<file path="config.mk">
export PLATFORM = sky130hd
export DESIGN_NAME = avcc_to_annexb_converter_flat
export DESIGN_NICKNAME = d
export VERILOG_FILES = /design/src/hw/rtl/avb_pkg.sv /design/src/hw/rtl/avb_in_if.sv /design/src/hw/rtl/avb_out_if.sv /design/src/hw/rtl/avb_parse.sv /design/src/hw/rtl/avb_outq.sv /design/src/hw/rtl/avcc_to_annexb_converter.sv /design/src/flat_wrapper.sv
export SDC_FILE = /design/constraint.sdc
export NUM_CORES = 1
export LEC_CHECK = 0
export BUFFER_PORTS_ARGS = -buffer_cell sky130_fd_sc_hd__buf_4
export CAP_MARGIN = 5
export CELL_PAD_IN_SITES_DETAIL_PLACEMENT = 0
export CELL_PAD_IN_SITES_GLOBAL_PLACEMENT = 2
export CORE_MARGIN = 1
export CORE_UTILIZATION = 41
export DETAILED_ROUTE_END_ITERATION = 6
export GPL_TIMING_DRIVEN = 0
export PLACE_DENSITY = 0.95
export SYNTH_ARGS = -nofsm -noshare
export SYNTH_HDL_FRONTEND = slang
export SYNTH_SLANG_ARGS = --single-unit
</file>
<file path="constraint.sdc">
create_clock -name i_clk -period 5.2 [get_ports i_clk]
set_clock_uncertainty 0.1 [all_clocks]
set_input_delay 0.26 -clock i_clk [delete_from_list [all_inputs] [get_ports i_clk]]
set_output_delay 0.26 -clock i_clk [all_outputs]
set_load 0.01 [all_outputs]
</file>
<file path="src/hw/rtl/avb_pkg.sv">
// shared types and constants for the avcc to annex b converter
package avb_pkg;

    localparam int unsigned BYTE_W   = 8;
    localparam int unsigned LEN_W    = 32;
    localparam int unsigned POS_W    = 5;
    localparam int unsigned SIZE_W   = 3;
    localparam int unsigned SPS_LEN_W = 16;

    localparam logic [7:0] VIDEO_TAG     = 8'h09;
    localparam logic [7:0] CODEC_MASK    = 8'h0f;
    localparam logic [7:0] CODEC_AVC     = 8'h07;
    localparam logic [7:0] SIZE_MASK     = 8'h03;
    localparam logic [7:0] PKT_CONFIG    = 8'h00;
    localparam logic [7:0] PKT_NALU      = 8'h01;
    localparam logic [7:0] PKT_EOS       = 8'h02;
    localparam logic [1:0] KIND_NALU     = 2'd1;
    localparam logic [1:0] KIND_OTHER    = 2'd3;

    localparam logic [POS_W-1:0] POS_CTIME    = 5'd2;
    localparam logic [POS_W-1:0] POS_CFG      = 5'd5;
    localparam logic [POS_W-1:0] POS_SIZE     = 5'd9;
    localparam logic [POS_W-1:0] POS_SPS_LEN  = 5'd11;

    localparam logic [7:0] SC_ZERO = 8'h00;
    localparam logic [7:0] SC_ONE  = 8'h01;
    localparam logic [1:0] SC_LAST_BEAT = 2'd3;

    // one queued output event: a whole start code or one copied byte
    typedef struct packed {
        logic             sc;
        logic [BYTE_W-1:0] data;
    } t_desc;

endpackage

</file>
<file path="src/hw/rtl/avb_in_if.sv">
// input channel: flv tag body bytes
interface avb_in_if;
    logic       valid;
    logic       ready;
    logic [7:0] tag_type;
    logic [7:0] body_byte;
    logic       tag_end;

    modport source (output valid, output tag_type, output body_byte, output tag_end,
                    input ready);
    modport sink   (input valid, input tag_type, input body_byte, input tag_end,
                    output ready);
endinterface

</file>
<file path="src/hw/rtl/avb_out_if.sv">
// output channel: annex b byte stream
interface avb_out_if;
    logic       valid;
    logic       ready;
    logic [7:0] out_byte;
    logic       unit_start;
    logic       run_last;

    modport source (output valid, output out_byte, output unit_start, output run_last,
                    input ready);
    modport sink   (input valid, input out_byte, input unit_start, input run_last,
                    output ready);
endinterface

</file>
<file path="src/hw/rtl/avb_parse.sv">
// tag body parser: walks the flv/avc header and nal length prefixes
module avb_parse #(
    parameter int unsigned MAX_PREFIX_BYTES = 4
) (
    input  logic           i_clk,
    input  logic           i_rst_n,
    input  logic           i_valid,
    input  logic           i_room,
    input  logic [7:0]     i_tag_type,
    input  logic [7:0]     i_body_byte,
    input  logic           i_tag_end,
    output logic           o_ready,
    output logic           o_push,
    output avb_pkg::t_desc o_desc
);

    typedef enum logic [3:0] {
        PH_HEAD, PH_TYPE, PH_CTIME, PH_PREFIX, PH_PAYLOAD, PH_CFG, PH_SPSLEN,
        PH_SPS, PH_PPSNUM, PH_PPSLEN, PH_PPS, PH_IDLE
    } t_phase;

    localparam logic [avb_pkg::SIZE_W-1:0] MAX_SIZE = avb_pkg::SIZE_W'(MAX_PREFIX_BYTES);

    t_phase                          r_phase, n_phase;
    logic [avb_pkg::POS_W-1:0]       r_pos, n_pos;
    logic [avb_pkg::SIZE_W-1:0]      r_size, n_size;
    logic [avb_pkg::SIZE_W-1:0]      r_seen, n_seen;
    logic [avb_pkg::LEN_W-1:0]       r_acc, n_acc;
    logic [avb_pkg::LEN_W-1:0]       r_left, n_left;
    logic [1:0]                      r_kind, n_kind;

    logic                            accept;
    logic [avb_pkg::LEN_W-1:0]       acc_shift;
    logic [avb_pkg::LEN_W-1:0]       left_dec;
    logic [avb_pkg::SIZE_W-1:0]      seen_inc;
    logic [avb_pkg::POS_W-1:0]       pos_inc;
    logic [avb_pkg::SIZE_W-1:0]      cfg_size;
    logic                            emit;
    logic                            emit_sc;

    assign o_ready   = i_room;
    assign accept    = i_valid && i_room;
    assign acc_shift = {r_acc[avb_pkg::LEN_W-9:0], i_body_byte};
    assign left_dec  = r_left - avb_pkg::LEN_W'(1);
    assign seen_inc  = r_seen + avb_pkg::SIZE_W'(1);
    assign pos_inc   = r_pos + avb_pkg::POS_W'(1);
    // size field is 1..4, clipped to what the build supports
    assign cfg_size  = (avb_pkg::SIZE_W'(i_body_byte[1:0]) + avb_pkg::SIZE_W'(1) > MAX_SIZE)
                       ? MAX_SIZE
                       : avb_pkg::SIZE_W'(i_body_byte[1:0]) + avb_pkg::SIZE_W'(1);

    always_comb begin
        n_phase = r_phase;
        n_pos   = r_pos;
        n_size  = r_size;
        n_seen  = r_seen;
        n_acc   = r_acc;
        n_left  = r_left;
        n_kind  = r_kind;
        emit    = 1'b0;
        emit_sc = 1'b0;
        case (r_phase)
            PH_HEAD: begin
                if (i_tag_type == avb_pkg::VIDEO_TAG &&
                    (i_body_byte & avb_pkg::CODEC_MASK) == avb_pkg::CODEC_AVC) begin
                    n_phase = PH_TYPE;
                end else begin
                    n_phase = PH_IDLE;
                end
            end
            PH_TYPE: begin
                n_kind = (i_body_byte > avb_pkg::PKT_EOS) ? avb_pkg::KIND_OTHER
                                                         : i_body_byte[1:0];
                if (i_body_byte == avb_pkg::PKT_CONFIG || i_body_byte == avb_pkg::PKT_NALU) begin
                    n_phase = PH_CTIME;
                    n_pos   = avb_pkg::POS_CTIME;
                end else begin
                    n_phase = PH_IDLE;
                end
            end
            PH_CTIME: begin
                n_pos = pos_inc;
                if (pos_inc >= avb_pkg::POS_CFG) begin
                    n_seen  = '0;
                    n_acc   = '0;
                    n_phase = (r_kind == avb_pkg::KIND_NALU) ? PH_PREFIX : PH_CFG;
                end
            end
            PH_PREFIX: begin
                n_acc  = acc_shift;
                n_seen = seen_inc;
                if (seen_inc >= r_size) begin
                    emit    = 1'b1;
                    emit_sc = 1'b1;
                    n_left  = acc_shift;
                    n_acc   = '0;
                    n_seen  = '0;
                    n_phase = (acc_shift != '0) ? PH_PAYLOAD : PH_PREFIX;
                end
            end
            PH_PAYLOAD: begin
                emit   = 1'b1;
                n_left = left_dec;
                if (left_dec == '0) begin
                    n_phase = PH_PREFIX;
                end
            end
            PH_CFG: begin
                if (r_pos == avb_pkg::POS_SIZE) begin
                    n_size = cfg_size;
                end
                n_pos = pos_inc;
                if (pos_inc >= avb_pkg::POS_SPS_LEN) begin
                    n_seen  = '0;
                    n_acc   = '0;
                    n_phase = PH_SPSLEN;
                end
            end
            PH_SPSLEN, PH_PPSLEN: begin
                // parameter set lengths are always two bytes
                n_acc  = {{(avb_pkg::LEN_W-avb_pkg::SPS_LEN_W){1'b0}},
                          acc_shift[avb_pkg::SPS_LEN_W-1:0]};
                n_seen = seen_inc;
                if (seen_inc >= avb_pkg::SIZE_W'(2)) begin
                    emit    = 1'b1;
                    emit_sc = 1'b1;
                    n_left  = {{(avb_pkg::LEN_W-avb_pkg::SPS_LEN_W){1'b0}},
                               acc_shift[avb_pkg::SPS_LEN_W-1:0]};
                    n_acc   = '0;
                    n_seen  = '0;
                    if (acc_shift[avb_pkg::SPS_LEN_W-1:0] != '0) begin
                        n_phase = (r_phase == PH_SPSLEN) ? PH_SPS : PH_PPS;
                    end else begin
                        n_phase = (r_phase == PH_SPSLEN) ? PH_PPSNUM : PH_IDLE;
                    end
                end
            end
            PH_SPS, PH_PPS: begin
                emit   = 1'b1;
                n_left = left_dec;
                if (left_dec == '0) begin
                    n_phase = (r_phase == PH_SPS) ? PH_PPSNUM : PH_IDLE;
                end
            end
            PH_PPSNUM: begin
                n_seen  = '0;
                n_acc   = '0;
                n_phase = PH_PPSLEN;
            end
            default: begin
                n_phase = PH_IDLE;
            end
        endcase
        // tag end drops all parse state but the prefix size
        if (i_tag_end) begin
            n_phase = PH_HEAD;
            n_pos   = '0;
            n_seen  = '0;
            n_acc   = '0;
            n_left  = '0;
            n_kind  = '0;
        end
    end

    assign o_push      = accept && emit;
    assign o_desc.sc   = emit_sc;
    assign o_desc.data = i_body_byte;

    always_ff @(posedge i_clk) begin
        if (!i_rst_n) begin
            r_phase <= PH_HEAD;
            r_pos   <= '0;
            r_size  <= MAX_SIZE;
            r_seen  <= '0;
            r_acc   <= '0;
            r_left  <= '0;
            r_kind  <= '0;
        end else if (accept) begin
            r_phase <= n_phase;
            r_pos   <= n_pos;
            r_size  <= n_size;
            r_seen  <= n_seen;
            r_acc   <= n_acc;
            r_left  <= n_left;
            r_kind  <= n_kind;
        end
    end

endmodule

</file>
<file path="src/hw/rtl/avb_outq.sv">
// two-entry event queue and byte serialiser for the annex b output
module avb_outq (
    input  logic           i_clk,
    input  logic           i_rst_n,
    input  logic           i_push,
    input  avb_pkg::t_desc i_desc,
    output logic           o_room,
    output logic           o_valid,
    input  logic           i_ready,
    output logic [7:0]     o_byte,
    output logic           o_unit_start,
    output logic           o_run_last
);

    avb_pkg::t_desc r_mem [2];
    logic           r_wp, r_rp;
    logic [1:0]     r_cnt;
    logic           r_cur_valid;
    avb_pkg::t_desc r_cur;
    logic [1:0]     r_beat;

    logic last_beat;
    logic advance;
    logic pop;
    logic do_push;

    assign o_room    = (r_cnt != 2'd2);
    assign do_push   = i_push && o_room;
    assign last_beat = !r_cur.sc || (r_beat == avb_pkg::SC_LAST_BEAT);
    assign advance   = !r_cur_valid || (i_ready && last_beat);
    assign pop       = advance && (r_cnt != 2'd0);

    assign o_valid      = r_cur_valid;
    assign o_byte       = !r_cur.sc ? r_cur.data
                        : (r_beat == avb_pkg::SC_LAST_BEAT) ? avb_pkg::SC_ONE
                        : avb_pkg::SC_ZERO;
    assign o_unit_start = r_cur.sc && (r_beat == 2'd0);
    assign o_run_last   = last_beat;

    always_ff @(posedge i_clk) begin
        if (do_push) begin
            r_mem[r_wp] <= i_desc;
        end
        if (pop) begin
            r_cur <= r_mem[r_rp];
        end
    end

    always_ff @(posedge i_clk) begin
        if (!i_rst_n) begin
            r_wp        <= 1'b0;
            r_rp        <= 1'b0;
            r_cnt       <= 2'd0;
            r_cur_valid <= 1'b0;
            r_beat      <= 2'd0;
        end else begin
            if (do_push) begin
                r_wp <= !r_wp;
            end
            if (pop) begin
                r_rp <= !r_rp;
            end
            r_cnt <= r_cnt + 2'(do_push) - 2'(pop);
            if (advance) begin
                r_cur_valid <= pop;
                r_beat      <= 2'd0;
            end else if (i_ready) begin
                r_beat <= r_beat + 2'd1;
            end
        end
    end

endmodule

</file>
<file path="src/hw/rtl/avcc_to_annexb_converter.sv">
// top level: flv avc tag body to h.264 annex b byte stream
// Takes one tag body byte per cycle and turns video tags carrying codec 7 into an
// Annex B stream. A NALU packet gives a start code (00 00 00 01, unit_start on the
// first 00) after each length prefix, then the copied payload; a configuration
// packet sets the prefix size and gives the first SPS and first PPS the same way.
// Each body byte is parsed in the cycle it is taken, so input runs at one byte per
// cycle while the output keeps up; a start code is four output bytes, and the
// two-entry event queue in front of the output register stalls input while it
// drains. Each result passes through the event queue and then the output register.
module avcc_to_annexb_converter #(
    parameter int unsigned MAX_PREFIX_BYTES = 4
) (
    input  logic       i_clk,
    input  logic       i_rst_n,
    avb_in_if.sink     i_in,
    avb_out_if.source  o_out
);

    logic           room;
    logic           push;
    avb_pkg::t_desc desc;

    avb_parse #(
        .MAX_PREFIX_BYTES (MAX_PREFIX_BYTES)
    ) u_parse (
        .i_clk       (i_clk),
        .i_rst_n     (i_rst_n),
        .i_valid     (i_in.valid),
        .i_room      (room),
        .i_tag_type  (i_in.tag_type),
        .i_body_byte (i_in.body_byte),
        .i_tag_end   (i_in.tag_end),
        .o_ready     (i_in.ready),
        .o_push      (push),
        .o_desc      (desc)
    );

    avb_outq u_outq (
        .i_clk        (i_clk),
        .i_rst_n      (i_rst_n),
        .i_push       (push),
        .i_desc       (desc),
        .o_room       (room),
        .o_valid      (o_out.valid),
        .i_ready      (o_out.ready),
        .o_byte       (o_out.out_byte),
        .o_unit_start (o_out.unit_start),
        .o_run_last   (o_out.run_last)
    );

endmodule
</file>
<file path="src/flat_wrapper.sv">
// flat-port wrapper written by rule: the top's interface ports become plain ports
module avcc_to_annexb_converter_flat 
#(
    parameter int unsigned MAX_PREFIX_BYTES = 4
)
  (i_clk, i_rst_n, i_in_valid, i_in_tag_type, i_in_body_byte, i_in_tag_end, i_in_ready, o_out_valid, o_out_out_byte, o_out_unit_start, o_out_run_last, o_out_ready);
  avb_in_if i_in_i ();
  avb_out_if o_out_i ();
  input  logic i_clk;
  input  logic i_rst_n;
  input wire logic [$bits(i_in_i.valid)-1:0] i_in_valid;
  input wire logic [$bits(i_in_i.tag_type)-1:0] i_in_tag_type;
  input wire logic [$bits(i_in_i.body_byte)-1:0] i_in_body_byte;
  input wire logic [$bits(i_in_i.tag_end)-1:0] i_in_tag_end;
  output wire logic [$bits(i_in_i.ready)-1:0] i_in_ready;
  output wire logic [$bits(o_out_i.valid)-1:0] o_out_valid;
  output wire logic [$bits(o_out_i.out_byte)-1:0] o_out_out_byte;
  output wire logic [$bits(o_out_i.unit_start)-1:0] o_out_unit_start;
  output wire logic [$bits(o_out_i.run_last)-1:0] o_out_run_last;
  input wire logic [$bits(o_out_i.ready)-1:0] o_out_ready;
  assign i_in_i.valid = i_in_valid;
  assign i_in_i.tag_type = i_in_tag_type;
  assign i_in_i.body_byte = i_in_body_byte;
  assign i_in_i.tag_end = i_in_tag_end;
  assign i_in_ready = i_in_i.ready;
  assign o_out_valid = o_out_i.valid;
  assign o_out_out_byte = o_out_i.out_byte;
  assign o_out_unit_start = o_out_i.unit_start;
  assign o_out_run_last = o_out_i.run_last;
  assign o_out_i.ready = o_out_ready;
  avcc_to_annexb_converter #(.MAX_PREFIX_BYTES(MAX_PREFIX_BYTES)) u_core (.i_clk(i_clk), .i_rst_n(i_rst_n), .i_in(i_in_i), .o_out(o_out_i));
endmodule
</file>
# Yosys cells after proc, flatten, opt, wreduce, memory -nomap -nowiden
# Memory sizes are Yosys's and may differ from the RTL's. A register that Yosys moved wholly into a read port is not among the register bits.
# Cells that the tools add are included.
[classes] order_cmp=6 n_addsub=7 bitwise_logic=1 n_mux=47 n_reduce_logical=36 eq_ne=24
[op_table] op="$pmux W24 S5" count=1
[op_table] op="$mux W24" count=4
[op_table] op="$mux W32" count=3
[op_table] op="$pmux W32 S3" count=1
[op_table] op="$mux W4" count=11
[op_table] op="$pmux W4 S9" count=1
[op_table] op="$logic_not A32 Y1" count=1
[op_table] op="$reduce_bool A32 Y1" count=1
[op_table] op="$sub A32 B1 Y32 const B" count=1
[op_table] op="$mux W3" count=8
[op_table] op="$ne A3 B3 Y1 const B" count=7
[op_table] op="$eq A4 B3 Y1 const B" count=5
[op_table] op="$mux W16" count=1
[op_table] op="$reduce_bool A16 Y1" count=1
[op_table] op="$pmux W3 S5" count=1
[op_table] op="$eq A4 B4 Y1 const B" count=3
[op_table] op="$mux W2" count=5
[op_table] op="$mux W5" count=2
[op_table] op="$pmux W5 S2" count=1
[op_table] op="$eq A4 B2 Y1 const B" count=2
[op_table] op="$eq A8 B1 Y1 const B" count=1
[op_table] op="$eq A8 B4 Y1 const B" count=1
[op_table] op="$gt A8 B2 Y1 const B" count=1
[op_table] op="$logic_not A8 Y1" count=1
[op_table] op="36 further kinds" count=57
[totals] memories=1 wordCells=134 regBits=80 ram_bits=18 output_inout_bits=12
[memory_table] memory="u_core.u_outq.r_mem" depth=2 word_bits=9 read_ports=1 rd_ports_with_merged_regs=1 write_ports=1 line="avb_outq.sv:15" source="avb_pkg::t_desc r_mem [2];"

# Longest topological paths before layout
[logic_depth] depth_word=8 depth_mapped=15 depth_no_buf=15

# Hierarchy
# Synthesis repeated with hierarchy kept, for this count alone.
[unflattened] hier_cells=746 area_unflattened_um2=6467.5
[by_module_without_submodules] module="avb_parse" n_inst=1 cells_per_inst=656 area_each_um2=5067.4 seq_area_each_um2=1461.4
[by_module_without_submodules] module="avb_outq" n_inst=1 cells_per_inst=90 area_each_um2=1400.1 seq_area_each_um2=950.9

# Worst setup path before layout
# OpenSTA, ideal clock, no wires.
[synth_path] path_type="reg-to-reg" startpoint="reg u_core.u_parse.r_left[0] (netlist bit)" endpoint="reg u_core.u_parse.r_phase[0]" period_less_slack_ps=2962 stages_incl_launch_ff=12 setup_slack_ps=2238 n_path_buf=1 arrival_time_ps=2735 cell_sequence="dfxtp_1 > inv_1 > ha_1 > or3b_1 > clkbuf_1 > o32a_1 > o32a_1 > a2111oi_2 > nand4_1 > a2111oi_4 > o221ai_4 > mux2i_1"
[synth_via] elab_chain_len=4 elab_cells_between_ends=5 classes_between="add/sub: 1; eq/ne: 2; reduce/logical: 2"
[synth_rtl] item="from (decl)" line="avb_parse.sv:29" source="logic [avb_pkg::LEN_W-1:0] r_left, n_left;"
[synth_rtl] item="from (signal assigned)" line="avb_parse.sv:184" source="r_left <= n_left;"
[synth_rtl] item="$sub A32 B1 Y32 *" line="avb_parse.sv:44" source="assign left_dec = r_left - avb_pkg::LEN_W'(1);"
[synth_rtl] item="$logic_not A32 Y1 *" line="avb_parse.sv:104, avb_parse.sv:141"
[synth_rtl] item="$ne A3 B3 Y1 (no source line)"
[synth_rtl] item="$reduce_and A7 Y1 (no source line) *"
[synth_rtl] item="to (signal assigned)" line="avb_parse.sv:179" source="r_phase <= n_phase;"
[synth_rtl] item="to (decl)" line="avb_parse.sv:24" source="t_phase r_phase, n_phase;"
# Mark *: on every way between the ends. The rest lies on a longest branch, timed or not.
# A chain may end at the register's enable or synchronous reset.

# Worst setup path in the final report
[layout_path] startpoint="reg u_core.u_parse.r_left[0] (netlist bit)" endpoint="reg u_core.u_parse.r_phase[1]"
# Same word-level chain as after synthesis.

==> results.sh <==
export IMPL_outcome="finished clean"
export IMPL_antenna_found_initial=0
export IMPL_worstHoldPathCells=1
export IMPL_grt_pass1_vias=5385
export IMPL_gp_congestion=0.934
export IMPL_areaGrowthSynthToFinish_pct=12.3
export IMPL_cts_hold_buf=0
export IMPL_post_cts_resized=0
export IMPL_async_flop_share=0
export IMPL_io_buffers=31
export IMPL_fin_crit_sh=0.778
export IMPL_avgSynthCellArea_sq_um=8.58
export IMPL_avgViaCountPerCell=5.83
export IMPL_synth_ff_latch_count=107
export IMPL_setup_violations=0
export IMPL_tightest_slew_ps=927
export IMPL_wl_per_cell_um=19.1
export IMPL_r2r_slack_ps=1160
export IMPL_drc_errors=0
export IMPL_hp_start="i_in_body_byte[5]"
export IMPL_dp_hpwl_mm=13.6
export IMPL_cts_setup_buffers=0
export IMPL_fillerInstances=1457
export IMPL_detail_route_antenna_nets=0
export IMPL_clockBufferDepth=2
export IMPL_cp_end_kind="flip-flop"
export IMPL_worstReg2RegEnd="u_core.u_parse.r_phase[1]"
export IMPL_clk_pin_slew_worst_paths_ps=80
export IMPL_yosys_warnings=0
export IMPL_synthTopCellsByArea="dfxtp_1 25%, edfxtp_1 13%, a21boi_0 4.3%"
export IMPL_nets=824
export IMPL_initial_core_util=0.420
export IMPL_synth_nets=782
export IMPL_startpoint_type="flip-flop"
export IMPL_tns_ps=0
export IMPL_hold_viol=0
export IMPL_grt_use_met3=0.0371
export IMPL_insertion_delay_ps=370
export IMPL_ys_types=74
export IMPL_drt_iter0_markers=519
export IMPL_fp_dieW_um=127
export IMPL_drv_slew=0
export IMPL_core_sq_um=15100
export IMPL_hold_class="in2reg"
export IMPL_yosysTopAreaCell="dfxtp_1"
export IMPL_seq_area_frac_synth=0.380
export IMPL_yosysTopAreaCellShare=0.252
export IMPL_grt_use_met1=0.320
export IMPL_drive_above_1_share=0.112
export IMPL_firstDrtPassIters=5
export IMPL_synth_compound_area_frac=0.190
export IMPL_synth_edff_count=27
export IMPL_r2r_cells=10
export IMPL_synth_simple_area_share=0.274
export IMPL_synthCells=741
export IMPL_clockRootBuffer="clkbuf_16"
export IMPL_dieHeight_um=127
export IMPL_h_tree_depth=3
export IMPL_p_leak_nw=2.52
export IMPL_vias=5688
export IMPL_vdd_drop_max_uv=191
export IMPL_rsz0062_at_grt="false"
export IMPL_required_ps=5350
export IMPL_diodes=0
export IMPL_grt_total_usage=0.239
export IMPL_grt_max_degree=23
export IMPL_grt_pass1_wl_mm=29.4
export IMPL_crit_arrival_ps=4190
export IMPL_r2r_start="u_core.u_parse.r_left[0]"
export IMPL_grt_overflow_total=0
export IMPL_clock_sinks=107
export IMPL_grt_use_met2=0.391
export IMPL_max_slew_margin_rel=0.379
export IMPL_pin_count=33
export IMPL_synth_flop_cell="dfxtp_1"
export IMPL_fin_crit_ps=4040
export IMPL_placementRows=45
export IMPL_hold_path_endpoint="u_core.u_outq.r_mem[0][5]"
export IMPL_synth_top_family_by_area="simple AND/OR/NAND/NOR gates"
export IMPL_fmax_mhz=247
export IMPL_finalPower_mw=2.37
export IMPL_syn_area_sq_um=6360
export IMPL_cp_max_fo=7
export IMPL_crit_type="reg2reg"
export IMPL_cts_tree="done"
export IMPL_power_per_cell_area_nw_per_um2=332
export IMPL_maxCapViolCount=0
export IMPL_synth_adder_area_share=0.0394
export IMPL_finalWirelength_mm=18.6
export IMPL_cts_buffers=9
export IMPL_grt_busiest_layer="met2"
export IMPL_fin_util=0.471
export IMPL_synth_xor_area_frac=0.0372
export IMPL_synth_mux_area_frac=0.0303
export IMPL_dieArea_sq_um=16000
## worst max-delay path, stage by stage, from the launching register on
cell and delay [ps]:
dfxtp_1 390, inv_1 100, ha_1 310, nor3b_1 710
nand4_1 300, nor3_1 790, a32oi_1 260, a2bb2oi_2 220
a2111oi_4 360, o221ai_4 220, mux2i_1 170
## kinds of logic (layout without fill, tap and decap cells)
group           after synthesis  in the layout
mux                          18             18
xor+xnor                     27             27
simple gates                322            322
buf+inv                      73            120
flops                       107            107
compound gates              174            174
fa+ha+maj                    20             20
## area by class of cell
class	instances	area, sq um	share of cell area
plain buffers	53	239	0.0335
clock buffers	9	225	0.0316
flip-flops and latches	107	2410	0.338
repair buffers	31	233	0.0326
multi-input cells	561	3630	0.509
clock inverters	7	86.3	0.0121
well taps	188	235	0.0330
inverters	20	75.1	0.0105
## state kept, by name (all words and copies together) (netlist names)
signal,count
u_core.u_outq.r_rp,1
u_core.u_outq.r_beat,2
u_core.u_parse.r_pos,5
u_core.u_parse.r_seen,3
u_core.u_parse.r_size,3
u_core.u_outq.r_mem,18
u_core.u_parse.r_acc,24
u_core.u_outq.r_wp,1
u_core.u_parse.r_left,32
u_core.u_outq.r_cnt,2
u_core.u_outq.r_cur,9
u_core.u_parse.r_phase,4
u_core.u_parse.r_kind,2
u_core.u_outq.o_valid,1
## worst max-delay path by stage
stage / end / slack [ps] / from
6_report: u_core.u_parse.r_phase[1] / 1160 / u_core.u_parse.r_left[0]
3_3_place_gp: u_core.u_parse.r_phase[3] / 1250 / u_core.u_parse.r_left[0]
3_5_place_dp: u_core.u_parse.r_phase[3] / 1210 / u_core.u_parse.r_left[0]
4_1_cts: u_core.u_parse.r_phase[3] / 1200 / u_core.u_parse.r_left[0]
2_1_floorplan: u_core.u_parse.r_phase[0] / 2240 / u_core.u_parse.r_left[0]
5_1_grt: u_core.u_parse.r_phase[2] / 960 / u_core.u_parse.r_left[0]
## cell usage after synthesis, drive strengths merged, types with 20 or more instances
| master | instances |
|---|---|
| a21boi | 36 |
| a21oi | 36 |
| clkbuf | 43 |
| dfxtp | 80 |
| edfxtp | 27 |
| ha | 20 |
| inv | 20 |
| nand2 | 66 |
| nand3 | 46 |
| nor2 | 53 |
| nor2b | 40 |
| nor3 | 23 |
| o21ai | 48 |
## cells in the final DEF, fill, tap and decap left out, types with 15 or more instances in the layout
master	instances
dfxtp_1	80
nor2_1	53
nor2b_1	40
a21oi_1	36
clkbuf_1	43
edfxtp_1	27
and2_1	16
o21ai_0	46
nand3_1	46
nor3_1	22
nand2_1	66
xnor2_1	17
nor4_1	15
inv_1	20
a21boi_0	36
ha_1	20
buf_4	31
## through the flow
step           worst slack, ps  std cells  hold slack [ps]  instance area (sq um)
2_1_floorplan             2240        741              259                   6360
3_3_place_gp              1250        960              349                   6820
3_5_place_dp              1210        960              372                   6820
4_1_cts                   1200        976             19.0                   7140
5_1_grt                    956        976             22.2                   7140
6_report                  1160        976             26.8                   7140
## report_power, final
group | internal (mW) | switching (mW)
registers | 0.917 | 0.0369
logic | 0.282 | 0.420
clock network | 0.347 | 0.369
## metal layers
layer | share of wire | vias up
met5 | 0 | -
met4 | 0.023 | 0
met3 | 0.049 | 32
met2 | 0.46 | 177
met1 | 0.47 | 2737
li1 | - | 2742
Note: power is estimated with default switching activity, not from simulation.
